$ cat src/hw/rtl/iclfu_pkg.sv
// ----------------------------------------------------------------------------
// iclfu_pkg
// Shared types and constants of the inode slot cache with LFU replacement.
// ----------------------------------------------------------------------------
`default_nettype none

package iclfu_pkg;

    // fixed payload field widths
    localparam int INODE_W = 16;
    localparam int SLOT_W  = 4;

    // command codes
    localparam logic CMD_LOOKUP     = 1'b0;
    localparam logic CMD_MARK_DIRTY = 1'b1;

    // request item
    typedef struct packed {
        logic               cmd;
        logic [INODE_W-1:0] inode_number;
        logic [SLOT_W-1:0]  slot_index;
    } t_req;

    // response item
    typedef struct packed {
        logic               hit;
        logic [SLOT_W-1:0]  slot;
        logic               needs_writeback;
        logic [INODE_W-1:0] evicted_inode;
        logic               needs_load;
    } t_rsp;

    // controller states
    typedef enum logic [2:0] {
        S_IDLE,
        S_SCAN,
        S_WAIT,
        S_UPDATE,
        S_MARK,
        S_RESP
    } t_state;

    // controller to datapath
    typedef struct packed {
        logic load;
        logic scan;
        logic update;
        logic mark;
    } t_dp_cmd;

    // datapath to controller
    typedef struct packed {
        logic scan_last;
    } t_dp_sts;

endpackage

`default_nettype wire

$ cat src/hw/rtl/iclfu_req_if.sv
// ----------------------------------------------------------------------------
// iclfu_req_if
// Request channel: valid/ready handshake carrying one lookup or mark item.
// ----------------------------------------------------------------------------
`default_nettype none

interface iclfu_req_if import iclfu_pkg::*; ();

    logic valid;
    logic ready;
    t_req data;

    modport source (output valid, output data, input ready);
    modport sink   (input valid, input data, output ready);

endinterface

`default_nettype wire

$ cat src/hw/rtl/iclfu_rsp_if.sv
// ----------------------------------------------------------------------------
// iclfu_rsp_if
// Response channel: valid/ready handshake carrying one result item.
// ----------------------------------------------------------------------------
`default_nettype none

interface iclfu_rsp_if import iclfu_pkg::*; ();

    logic valid;
    logic ready;
    t_rsp data;

    modport source (output valid, output data, input ready);
    modport sink   (input valid, input data, output ready);

endinterface

`default_nettype wire

$ cat src/hw/rtl/iclfu_ram.sv
// ----------------------------------------------------------------------------
// iclfu_ram
// Generic simple dual-port RAM: one write port, one read port, registered read.
// ----------------------------------------------------------------------------
`default_nettype none

module iclfu_ram #(
    parameter int WIDTH = 8,
    parameter int DEPTH = 16,
    localparam int AW   = $clog2(DEPTH)
) (
    input  logic             i_clk,
    input  logic             i_wr_en,
    input  logic [AW-1:0]    i_wr_addr,
    input  logic [WIDTH-1:0] i_wr_data,
    input  logic             i_rd_en,
    input  logic [AW-1:0]    i_rd_addr,
    output logic [WIDTH-1:0] o_rd_data
);

    logic [WIDTH-1:0] r_mem [DEPTH];
    logic [WIDTH-1:0] r_rd_data;

    // write port
    always_ff @(posedge i_clk) begin
        if (i_wr_en) begin
            r_mem[i_wr_addr] <= i_wr_data;
        end
    end

    // registered read port
    always_ff @(posedge i_clk) begin
        if (i_rd_en) begin
            r_rd_data <= r_mem[i_rd_addr];
        end
    end

    assign o_rd_data = r_rd_data;

endmodule

`default_nettype wire

$ cat src/hw/rtl/iclfu_dp.sv
// ----------------------------------------------------------------------------
// iclfu_dp
// Datapath: slot RAM (tag and use count), valid and dirty bits, scan
// trackers for match, first empty slot and least count, and result register.
// ----------------------------------------------------------------------------
`default_nettype none

module iclfu_dp import iclfu_pkg::*; #(
    parameter int SLOTS      = 16,
    parameter int INODE_BITS = 16,
    parameter int COUNT_BITS = 16
) (
    input  logic    i_clk,
    input  logic    i_rst_n,
    input  t_req    i_req,
    input  t_dp_cmd i_cmd,
    output t_dp_sts o_sts,
    output t_rsp    o_rsp
);

    localparam int SW = $clog2(SLOTS);
    localparam int TW = (INODE_BITS < INODE_W) ? INODE_BITS : INODE_W;
    localparam int IW = (SW > SLOT_W) ? SW : SLOT_W;
    localparam int RW = TW + COUNT_BITS;
    localparam logic [SW-1:0]         LAST_SLOT = SW'(SLOTS - 1);
    localparam logic [COUNT_BITS-1:0] CNT_MAX   = {COUNT_BITS{1'b1}};

    // captured request
    logic [TW-1:0]     r_ino;
    logic [SLOT_W-1:0] r_sidx;

    // scan pipeline
    logic [SW-1:0] r_addr;
    logic          r_cmp_vld;
    logic [SW-1:0] r_cmp_idx;

    // per-slot flags
    logic [SLOTS-1:0] r_valid;
    logic [SLOTS-1:0] r_dirty;

    // trackers
    logic                  r_hit_f;
    logic [SW-1:0]         r_hit_idx;
    logic [COUNT_BITS-1:0] r_hit_cnt;
    logic                  r_empty_f;
    logic [SW-1:0]         r_empty_idx;
    logic [SW-1:0]         r_min_idx;
    logic [COUNT_BITS-1:0] r_min_cnt;
    logic [TW-1:0]         r_min_tag;

    t_rsp r_rsp;

    logic [RW-1:0]         w_rd_data;
    logic [TW-1:0]         w_rd_tag;
    logic [COUNT_BITS-1:0] w_rd_cnt;
    logic                  w_cmp_v;
    logic                  w_match;
    logic                  w_take_min;
    logic [SW-1:0]         w_upd_idx;
    logic [IW-1:0]         w_upd_ext;
    logic [COUNT_BITS-1:0] w_new_cnt;
    logic                  w_evict_f;
    logic                  w_wb;
    logic [INODE_W-1:0]    w_evict;
    logic [IW-1:0]         w_sidx_ext;
    logic                  w_sidx_ok;
    logic [SW-1:0]         w_mark_addr;

    // slot storage: tag in the upper bits, use count in the lower
    iclfu_ram #(
        .WIDTH (RW),
        .DEPTH (SLOTS)
    ) u_slot_ram (
        .i_clk     (i_clk),
        .i_wr_en   (i_cmd.update),
        .i_wr_addr (w_upd_idx),
        .i_wr_data ({r_ino, w_new_cnt}),
        .i_rd_en   (i_cmd.scan),
        .i_rd_addr (r_addr),
        .o_rd_data (w_rd_data)
    );

    // compare stage
    assign w_rd_tag   = w_rd_data[RW-1:COUNT_BITS];
    assign w_rd_cnt   = w_rd_data[COUNT_BITS-1:0];
    assign w_cmp_v    = r_valid[r_cmp_idx];
    assign w_match    = r_cmp_vld && w_cmp_v && (w_rd_tag == r_ino);
    // slot 0 never competes; slot 1 seeds the minimum, strict less keeps lowest
    assign w_take_min = r_cmp_vld && (r_cmp_idx != '0)
                        && ((r_cmp_idx == SW'(1)) || (w_rd_cnt < r_min_cnt));

    // update selection
    assign w_evict_f = !r_hit_f && !r_empty_f;
    assign w_upd_idx = r_hit_f   ? r_hit_idx
                     : r_empty_f ? r_empty_idx
                     : r_min_idx;
    assign w_upd_ext = IW'(w_upd_idx);
    assign w_new_cnt = !r_hit_f              ? COUNT_BITS'(1)
                     : (r_hit_cnt == CNT_MAX) ? r_hit_cnt
                     : r_hit_cnt + 1'b1;
    assign w_wb      = w_evict_f && r_dirty[r_min_idx];
    assign w_evict   = w_evict_f ? INODE_W'(r_min_tag) : '0;

    // mark dirty addressing, out-of-range slots ignored
    assign w_sidx_ext  = IW'(r_sidx);
    assign w_sidx_ok   = ({1'b0, w_sidx_ext} < (IW + 1)'(SLOTS));
    assign w_mark_addr = w_sidx_ext[SW-1:0];

    assign o_sts.scan_last = (r_addr == LAST_SLOT);
    assign o_rsp           = r_rsp;

    // request capture and scan address
    always_ff @(posedge i_clk) begin
        if (i_cmd.load) begin
            r_ino  <= i_req.inode_number[TW-1:0];
            r_sidx <= i_req.slot_index;
            r_addr <= '0;
        end else if (i_cmd.scan) begin
            r_addr <= r_addr + 1'b1;
        end
        r_cmp_idx <= r_addr;
    end

    always_ff @(posedge i_clk) begin
        if (!i_rst_n) begin
            r_cmp_vld <= 1'b0;
        end else begin
            r_cmp_vld <= i_cmd.scan;
        end
    end

    // trackers
    always_ff @(posedge i_clk) begin
        if (!i_rst_n) begin
            r_hit_f   <= 1'b0;
            r_empty_f <= 1'b0;
        end else if (i_cmd.load) begin
            r_hit_f   <= 1'b0;
            r_empty_f <= 1'b0;
        end else begin
            if (w_match && !r_hit_f) begin
                r_hit_f   <= 1'b1;
            end
            if (r_cmp_vld && !w_cmp_v && !r_empty_f) begin
                r_empty_f <= 1'b1;
            end
        end
    end

    always_ff @(posedge i_clk) begin
        if (w_match && !r_hit_f) begin
            r_hit_idx <= r_cmp_idx;
            r_hit_cnt <= w_rd_cnt;
        end
        if (r_cmp_vld && !w_cmp_v && !r_empty_f) begin
            r_empty_idx <= r_cmp_idx;
        end
        if (w_take_min) begin
            r_min_idx <= r_cmp_idx;
            r_min_cnt <= w_rd_cnt;
            r_min_tag <= w_rd_tag;
        end
    end

    // valid and dirty bits
    always_ff @(posedge i_clk) begin
        if (!i_rst_n) begin
            r_valid <= '0;
            r_dirty <= '0;
        end else begin
            if (i_cmd.update && !r_hit_f) begin
                r_valid[w_upd_idx] <= 1'b1;
                r_dirty[w_upd_idx] <= 1'b0;
            end
            if (i_cmd.mark && w_sidx_ok) begin
                r_dirty[w_mark_addr] <= 1'b1;
            end
        end
    end

    // result register
    always_ff @(posedge i_clk) begin
        if (i_cmd.update) begin
            r_rsp.hit             <= r_hit_f;
            r_rsp.slot            <= w_upd_ext[SLOT_W-1:0];
            r_rsp.needs_writeback <= w_wb;
            r_rsp.evicted_inode   <= w_evict;
            r_rsp.needs_load      <= !r_hit_f;
        end else if (i_cmd.mark) begin
            r_rsp.hit             <= 1'b0;
            r_rsp.slot            <= r_sidx;
            r_rsp.needs_writeback <= 1'b0;
            r_rsp.evicted_inode   <= '0;
            r_rsp.needs_load      <= 1'b0;
        end
    end

    // a filled slot is valid afterwards
    a_fill_valid: assert property (@(posedge i_clk) disable iff (!i_rst_n)
        (i_cmd.update && !r_hit_f) |=> r_valid[$past(w_upd_idx)])
        else $error("filled slot not valid");

    // eviction never picks slot 0
    a_no_slot0_victim: assert property (@(posedge i_clk) disable iff (!i_rst_n)
        (i_cmd.update && w_evict_f) |-> (w_upd_idx != '0))
        else $error("slot 0 chosen as victim");

    // a full table is never reported with an empty slot found
    a_empty_only_if_free: assert property (@(posedge i_clk) disable iff (!i_rst_n)
        (i_cmd.update && r_empty_f) |-> !r_valid[r_empty_idx])
        else $error("empty slot tracker points at valid slot");

endmodule

`default_nettype wire

$ cat src/hw/rtl/iclfu_ctrl.sv
// ----------------------------------------------------------------------------
// iclfu_ctrl
// Controller: sequences request capture, slot scan, update and response.
// ----------------------------------------------------------------------------
`default_nettype none

module iclfu_ctrl import iclfu_pkg::*; (
    input  logic    i_clk,
    input  logic    i_rst_n,
    input  logic    i_in_valid,
    input  logic    i_in_cmd,
    output logic    o_in_ready,
    output logic    o_out_valid,
    input  logic    i_out_ready,
    output t_dp_cmd o_cmd,
    input  t_dp_sts i_sts
);

    t_state r_state;
    t_state n_state;

    // state register
    always_ff @(posedge i_clk) begin
        if (!i_rst_n) begin
            r_state <= S_IDLE;
        end else begin
            r_state <= n_state;
        end
    end

    // next state
    always_comb begin
        n_state = r_state;
        unique case (r_state)
            S_IDLE: begin
                if (i_in_valid) begin
                    n_state = (i_in_cmd == CMD_MARK_DIRTY) ? S_MARK : S_SCAN;
                end
            end
            S_SCAN: begin
                if (i_sts.scan_last) begin
                    n_state = S_WAIT;
                end
            end
            S_WAIT:   n_state = S_UPDATE;
            S_UPDATE: n_state = S_RESP;
            S_MARK:   n_state = S_RESP;
            S_RESP: begin
                if (i_out_ready) begin
                    n_state = S_IDLE;
                end
            end
            default:  n_state = S_IDLE;
        endcase
    end

    // outputs
    always_comb begin
        o_in_ready   = 1'b0;
        o_out_valid  = 1'b0;
        o_cmd        = '0;
        unique case (r_state)
            S_IDLE: begin
                o_in_ready = 1'b1;
                o_cmd.load = i_in_valid;
            end
            S_SCAN:   o_cmd.scan   = 1'b1;
            S_WAIT:   ;
            S_UPDATE: o_cmd.update = 1'b1;
            S_MARK:   o_cmd.mark   = 1'b1;
            S_RESP:   o_out_valid  = 1'b1;
            default:  ;
        endcase
    end

    // a result appears only right after an update or a mark
    a_rsp_source: assert property (@(posedge i_clk) disable iff (!i_rst_n)
        (o_out_valid && !$past(o_out_valid))
        |-> ($past(r_state) == S_UPDATE || $past(r_state) == S_MARK))
        else $error("result raised without update");

    // an accepted item never shows a result in the next cycle
    a_no_early_rsp: assert property (@(posedge i_clk) disable iff (!i_rst_n)
        (i_in_valid && o_in_ready) |=> !o_out_valid)
        else $error("result too early after accept");

    // scan end leads into the last compare cycle
    a_scan_end: assert property (@(posedge i_clk) disable iff (!i_rst_n)
        (o_cmd.scan && i_sts.scan_last) |=> (!o_cmd.scan && !o_cmd.update))
        else $error("scan did not stop at last slot");

endmodule

`default_nettype wire

$ cat src/hw/rtl/inode_cache_lfu_replace.sv
// ----------------------------------------------------------------------------
// inode_cache_lfu_replace
// Fully associative inode slot cache with least-frequently-used replacement.
//
// i_req carries one item: cmd (lookup or mark slot dirty), inode_number and
// slot_index. o_rsp carries one result item per request: hit, slot,
// needs_writeback, evicted_inode and needs_load. Both use valid/ready; an
// item moves on a clock edge with valid and ready high.
// A lookup reads every slot once through a single RAM read port, passing
// through the scan, wait and update states before its result is valid, and
// the request side is ready again in the cycle after the result is taken. A
// mark dirty command passes through the mark state to the result state. One item
// is in flight at a time; the request side stays not ready while a result waits.
// Reset (synchronous, active low) empties all slots and clears all dirty
// marks; no clearing pass is needed, slot RAM contents are only read
// under a valid bit. A stalled receiver holds the result steady until taken.
// ----------------------------------------------------------------------------
`default_nettype none

module inode_cache_lfu_replace import iclfu_pkg::*; #(
    parameter int SLOTS      = 16,
    parameter int INODE_BITS = 16,
    parameter int COUNT_BITS = 16
) (
    input  logic       i_clk,
    input  logic       i_rst_n,
    iclfu_req_if.sink   i_req,
    iclfu_rsp_if.source o_rsp
);

    t_dp_cmd w_cmd;
    t_dp_sts w_sts;
    t_rsp    w_rsp;
    logic    w_in_ready;
    logic    w_out_valid;

    iclfu_ctrl u_ctrl (
        .i_clk       (i_clk),
        .i_rst_n     (i_rst_n),
        .i_in_valid  (i_req.valid),
        .i_in_cmd    (i_req.data.cmd),
        .o_in_ready  (w_in_ready),
        .o_out_valid (w_out_valid),
        .i_out_ready (o_rsp.ready),
        .o_cmd       (w_cmd),
        .i_sts       (w_sts)
    );

    iclfu_dp #(
        .SLOTS      (SLOTS),
        .INODE_BITS (INODE_BITS),
        .COUNT_BITS (COUNT_BITS)
    ) u_dp (
        .i_clk   (i_clk),
        .i_rst_n (i_rst_n),
        .i_req   (i_req.data),
        .i_cmd   (w_cmd),
        .o_sts   (w_sts),
        .o_rsp   (w_rsp)
    );

    assign i_req.ready = w_in_ready;
    assign o_rsp.valid = w_out_valid;
    assign o_rsp.data  = w_rsp;

endmodule

`default_nettype wire

$ cat src/flat_wrapper.sv
// flat-port wrapper written by rule: the top's interface ports become plain ports
module inode_cache_lfu_replace_flat import iclfu_pkg::*;
#(
    parameter int SLOTS      = 16,
    parameter int INODE_BITS = 16,
    parameter int COUNT_BITS = 16
)
  (i_clk, i_rst_n, i_req_valid, i_req_data, i_req_ready, o_rsp_valid, o_rsp_data, o_rsp_ready);
  iclfu_req_if i_req_i ();
  iclfu_rsp_if o_rsp_i ();
  input  logic i_clk;
  input  logic i_rst_n;
  input wire logic [$bits(i_req_i.valid)-1:0] i_req_valid;
  input wire logic [$bits(i_req_i.data)-1:0] i_req_data;
  output wire logic [$bits(i_req_i.ready)-1:0] i_req_ready;
  output wire logic [$bits(o_rsp_i.valid)-1:0] o_rsp_valid;
  output wire logic [$bits(o_rsp_i.data)-1:0] o_rsp_data;
  input wire logic [$bits(o_rsp_i.ready)-1:0] o_rsp_ready;
  assign i_req_i.valid = i_req_valid;
  assign i_req_i.data = i_req_data;
  assign i_req_ready = i_req_i.ready;
  assign o_rsp_valid = o_rsp_i.valid;
  assign o_rsp_data = o_rsp_i.data;
  assign o_rsp_i.ready = o_rsp_ready;
  inode_cache_lfu_replace #(.SLOTS(SLOTS), .INODE_BITS(INODE_BITS), .COUNT_BITS(COUNT_BITS)) u_core (.i_clk(i_clk), .i_rst_n(i_rst_n), .i_req(i_req_i), .o_rsp(o_rsp_i));
endmodule
$ cat config.mk
export PLATFORM = sky130hd
export DESIGN_NAME = inode_cache_lfu_replace_flat
export DESIGN_NICKNAME = d
export VERILOG_FILES = /design/src/hw/rtl/iclfu_pkg.sv /design/src/hw/rtl/iclfu_req_if.sv /design/src/hw/rtl/iclfu_rsp_if.sv /design/src/hw/rtl/iclfu_ram.sv /design/src/hw/rtl/iclfu_dp.sv /design/src/hw/rtl/iclfu_ctrl.sv /design/src/hw/rtl/inode_cache_lfu_replace.sv /design/src/flat_wrapper.sv
export SDC_FILE = /design/constraint.sdc
export NUM_CORES = 1
export LEC_CHECK = 0
export BUFFER_PORTS_ARGS = -buffer_cell sky130_fd_sc_hd__clkbuf_2
export CAP_MARGIN = 10
export CORE_MARGIN = 2
export CORE_UTILIZATION = 65
export DETAILED_ROUTE_END_ITERATION = 8
export PLACE_DENSITY = 0.86
export SLEW_MARGIN = 15
export SYNTH_ARGS = -nofsm -noshare
export SYNTH_HDL_FRONTEND = slang
export SYNTH_SLANG_ARGS = --single-unit
$ cat constraint.sdc
create_clock -name i_clk -period 9.01 [get_ports i_clk]
set_clock_uncertainty 0.05 [all_clocks]
set_input_delay 0.4505 -clock i_clk [delete_from_list [all_inputs] [get_ports i_clk]]
set_output_delay 0.4505 -clock i_clk [all_outputs]
set_load 0.01 [all_outputs]
==> impl_metrics.json <==
{
  "placedCellCount": 1908,
  "drive_gt1_frac": 0.228,
  "drtPass1Iterations": 5,
  "cp-end-kind": "flop",
  "grt_pass1_vias": 14492,
  "power_uw": 7390,
  "vias_per_cell": 7.00,
  "drv_cap": 0,
  "ys_top_cells_by_area": "edfxtp_1 72%, mux4_2 11%, dfxtp_1 3.4%, mux2i_1 1.5%, a211oi_1 0.89%",
  "p_seq_frac": 0.511,
  "syn_area_per_cell_um2": 19.5,
  "totalNegativeSetupSlack_ns": 0,
  "vias": 14351,
  "postRouteAntennaNets": 0,
  "path_cells": "buf_4 -> inv_2 -> mux2i_4 -> nand2b_1 -> nor2_4 -> buf_4",
  "synth_edf_count": 647,
  "worstHoldStart": "o_rsp_ready",
  "dr.first_iter.drc_count": 1971,
  "path_common_cell": "buf_4",
  "ys_warn_count": 0,
  "die_h_um": 208,
  "post-dp-hpwl_um": 31800,
  "slowest_delay_ns": 0.79,
  "cts.sinks": 693,
  "cts_tree": "done",
  "synth_seq_area_share": 0.755,
  "antenna_found_initial": 0,
  "numPortBuffers": 49,
  "fin_crit_sh": 0.377,
  "postLayoutCellArea_um2": 30300,
  "rsz0062_at_grt": "false",
  "critPathTopFamily": "simple AND/OR/NAND/NOR gates",
  "nets": 1511,
  "path_class": "flop to flop",
  "synth.ff_latch_count": 693,
  "start_util": 0.660,
  "cts_root_buf": "clkbuf_16",
  "cts.repair.resized": 0,
  "clk_pin_slew_ns": 0.06,
  "routabilityCongestion": 0.889,
  "p_per_area_nw_per_um2": 244,
  "critical_path_arrival_ns": 3.60,
  "io-pin-count": 50,
  "clk_path_buf_depth": 3,
  "ys_async_sr_fraction": 0,
  "dieArea_um2": 43100,
  "syn_to_final_growth_pct": 12.4,
  "critPathMaxFanout": 30,
  "startpoint": "u_core.u_dp.r_hit_f$_SDFFE_PP0P_",
  "post-synth-top-area-fraction": 0.721,
  "syn_area_um2": 26900,
  "final_cells": 2051,
  "final_common_cell": "edfxtp_1",
  "track_usage": 0.306,
  "routed_wl_um": 65800,
  "vdd_ir_drop_max_v": 0.000324,
  "path_buf_inv": 3,
  "htree_levels": 3,
  "avgRoutedWirePerCell_um": 32.1,
  "rows": 74,
  "core_um2": 40800,
  "cts_made_buffers": 66,
  "final.min_clock_period_ns": 3.39,
  "slew_headroom": 0.185,
  "worstMarginPinSlew_ns": 1.22,
  "grt_start_max_net_pins": 91,
  "synthCells": 1380,
  "clock.fmax_ghz": 0.295,
  "report.final.hold_viol_count": 0,
  "internal_power_uw": 5580,
  "p_leak_uw": 0.00952,
  "status": "completed",
  "synth_ff_type": "edfxtp_1",
  "grt_pass1_wl_um": 95600,
  "swShare": 0.245,
  "hp-class": "input pin to flop",
  "grt-ovfl-total": 0,
  "layout_common_cells": "647 x edfxtp_1, 134 x mux4_2, 69 x clkbuf_16",
  "switchingPower_uw": 1810,
  "yosys.area.top_type": "edfxtp_1",
  "dpl_cell_area_um2": 27800,
  "ys_types": 56,
  "finalSetupViolations": 0,
  "combPwrFrac": 0.108,
  "drv_slew": 0,
  "critical_path_required_ns": 9.22,
  "syn_nets": 1422,
  "route.detailed.drc": 0,
  "critical-path-slowest-cell": "nor2_4",
  "num_antenna_cells": 0,
  "die_w_um": 208,
  "crit_path_start_kind": "flop",
  "clk_latency_ns": 0.61,
  "p_clk_frac": 0.381,
  "timing.rr.start": "u_core.u_dp.r_hit_f$_SDFFE_PP0P_"
}
[repair_timing]
action,4_1_cts,5_1_grt
hold endpoints to repair,19,1
setup endpoints to repair,0,0
buffers inserted,0,0
hold buffers,19,1
[sequential cells by signal, indices dropped and copies added (netlist names), 16 cells and up]
signal	cells
u_core.u_dp.o_rsp	23
u_core.u_dp.r_min_cnt	16
u_core.u_dp.r_dirty	16
u_core.u_dp.u_slot_ram.r_mem	512
u_core.u_dp.r_ino	16
u_core.u_dp.r_min_tag	16
u_core.u_dp.r_hit_cnt	16
u_core.u_dp.r_valid	16
u_core.u_dp.u_slot_ram.o_rd_data	32
[worst register-to-register path: cells and delay by family, from the launching register on]
family        cells  cell delay [ns]
simple gates      2             1.22
buf+inv           3             1.07
flops             1             0.30
mux               1             0.41
[area by class of cell]
type | instances | area (µm²)
Clock buffer | 92 | 1840
Inverter | 22 | 82.6
Fill cell | 2050 | 10600
Sequential cell | 693 | 20400
Clock inverter | 26 | 302
Timing Repair Buffer | 94 | 751
Tap cell | 532 | 666
Multi-Input combinational cell | 592 | 6270
[stage by stage]
step,util,hold WS [ns],setup slack [ns]
2_1_floorplan,-,0.279,5.95
3_5_place_dp,0.680,0.394,5.72
5_1_grt,0.742,0.159,5.48
6_report,0.742,0.151,5.62
4_1_cts,0.737,0.00112,5.59
3_3_place_gp,0.680,0.384,5.81
[power groups by stage]
stage / Clock (µW) / Combinational, µW / Sequential, µW
after floorplan: 0 / 709 / 3700
after global placement: 0 / 729 / 3830
after detailed placement: 0 / 754 / 3840
after CTS: 2810 / 798 / 3780
after global routing: 2920 / 846 / 3790
final: 2820 / 798 / 3780
[path summary, 6_finish.rpt]
kind         cells past startpoint                                      endpoint  slack [ns]
max                              6  u_core.u_dp.u_slot_ram.r_mem[6][2]$_DFFE_PP_        5.62
min                              3         u_core.u_ctrl.r_state[0]$_SDFFE_PN0P_        0.15
max reg2reg                      6  u_core.u_dp.u_slot_ram.r_mem[6][2]$_DFFE_PP_        5.62
min reg2reg                      2            u_core.u_dp.r_dirty[10]$_SDFF_PN0_        0.40
[cell families after synthesis]
group / synth area share
compound gates: 0.0333
xor+xnor: 0.00878
fa+ha+maj: 0.00789
buf+inv: 0.0182
flops: 0.755
mux: 0.132
simple gates: 0.0444
[cell usage after synthesis, types with 7 or more instances]
| library cell | number |
|---|---|
| nor3_1 | 18 |
| and2_1 | 19 |
| nor2_1 | 42 |
| a211oi_1 | 32 |
| xnor2_1 | 18 |
| nand4_1 | 10 |
| dfxtp_1 | 46 |
| mux4_2 | 134 |
| o21a_1 | 19 |
| clkbuf_1 | 34 |
| nor2b_1 | 36 |
| nand2_1 | 50 |
| xor2_1 | 9 |
| inv_1 | 21 |
| ha_1 | 17 |
| buf_6 | 11 |
| a21oi_1 | 45 |
| mux2i_1 | 40 |
| buf_4 | 7 |
| o21ai_0 | 19 |
| buf_2 | 16 |
| nand3_1 | 12 |
| edfxtp_1 | 647 |
| a31oi_1 | 9 |
[metal layers]
layer  vias up  wire (µm)  GRT usage
met2      1024      34000      0.511
li1       5730          -          -
met4         0       2630      0.124
met5         -          0          0
met3       185       6280     0.0599
met1      7412      22800      0.403
Power figures use the tool's default switching activity.
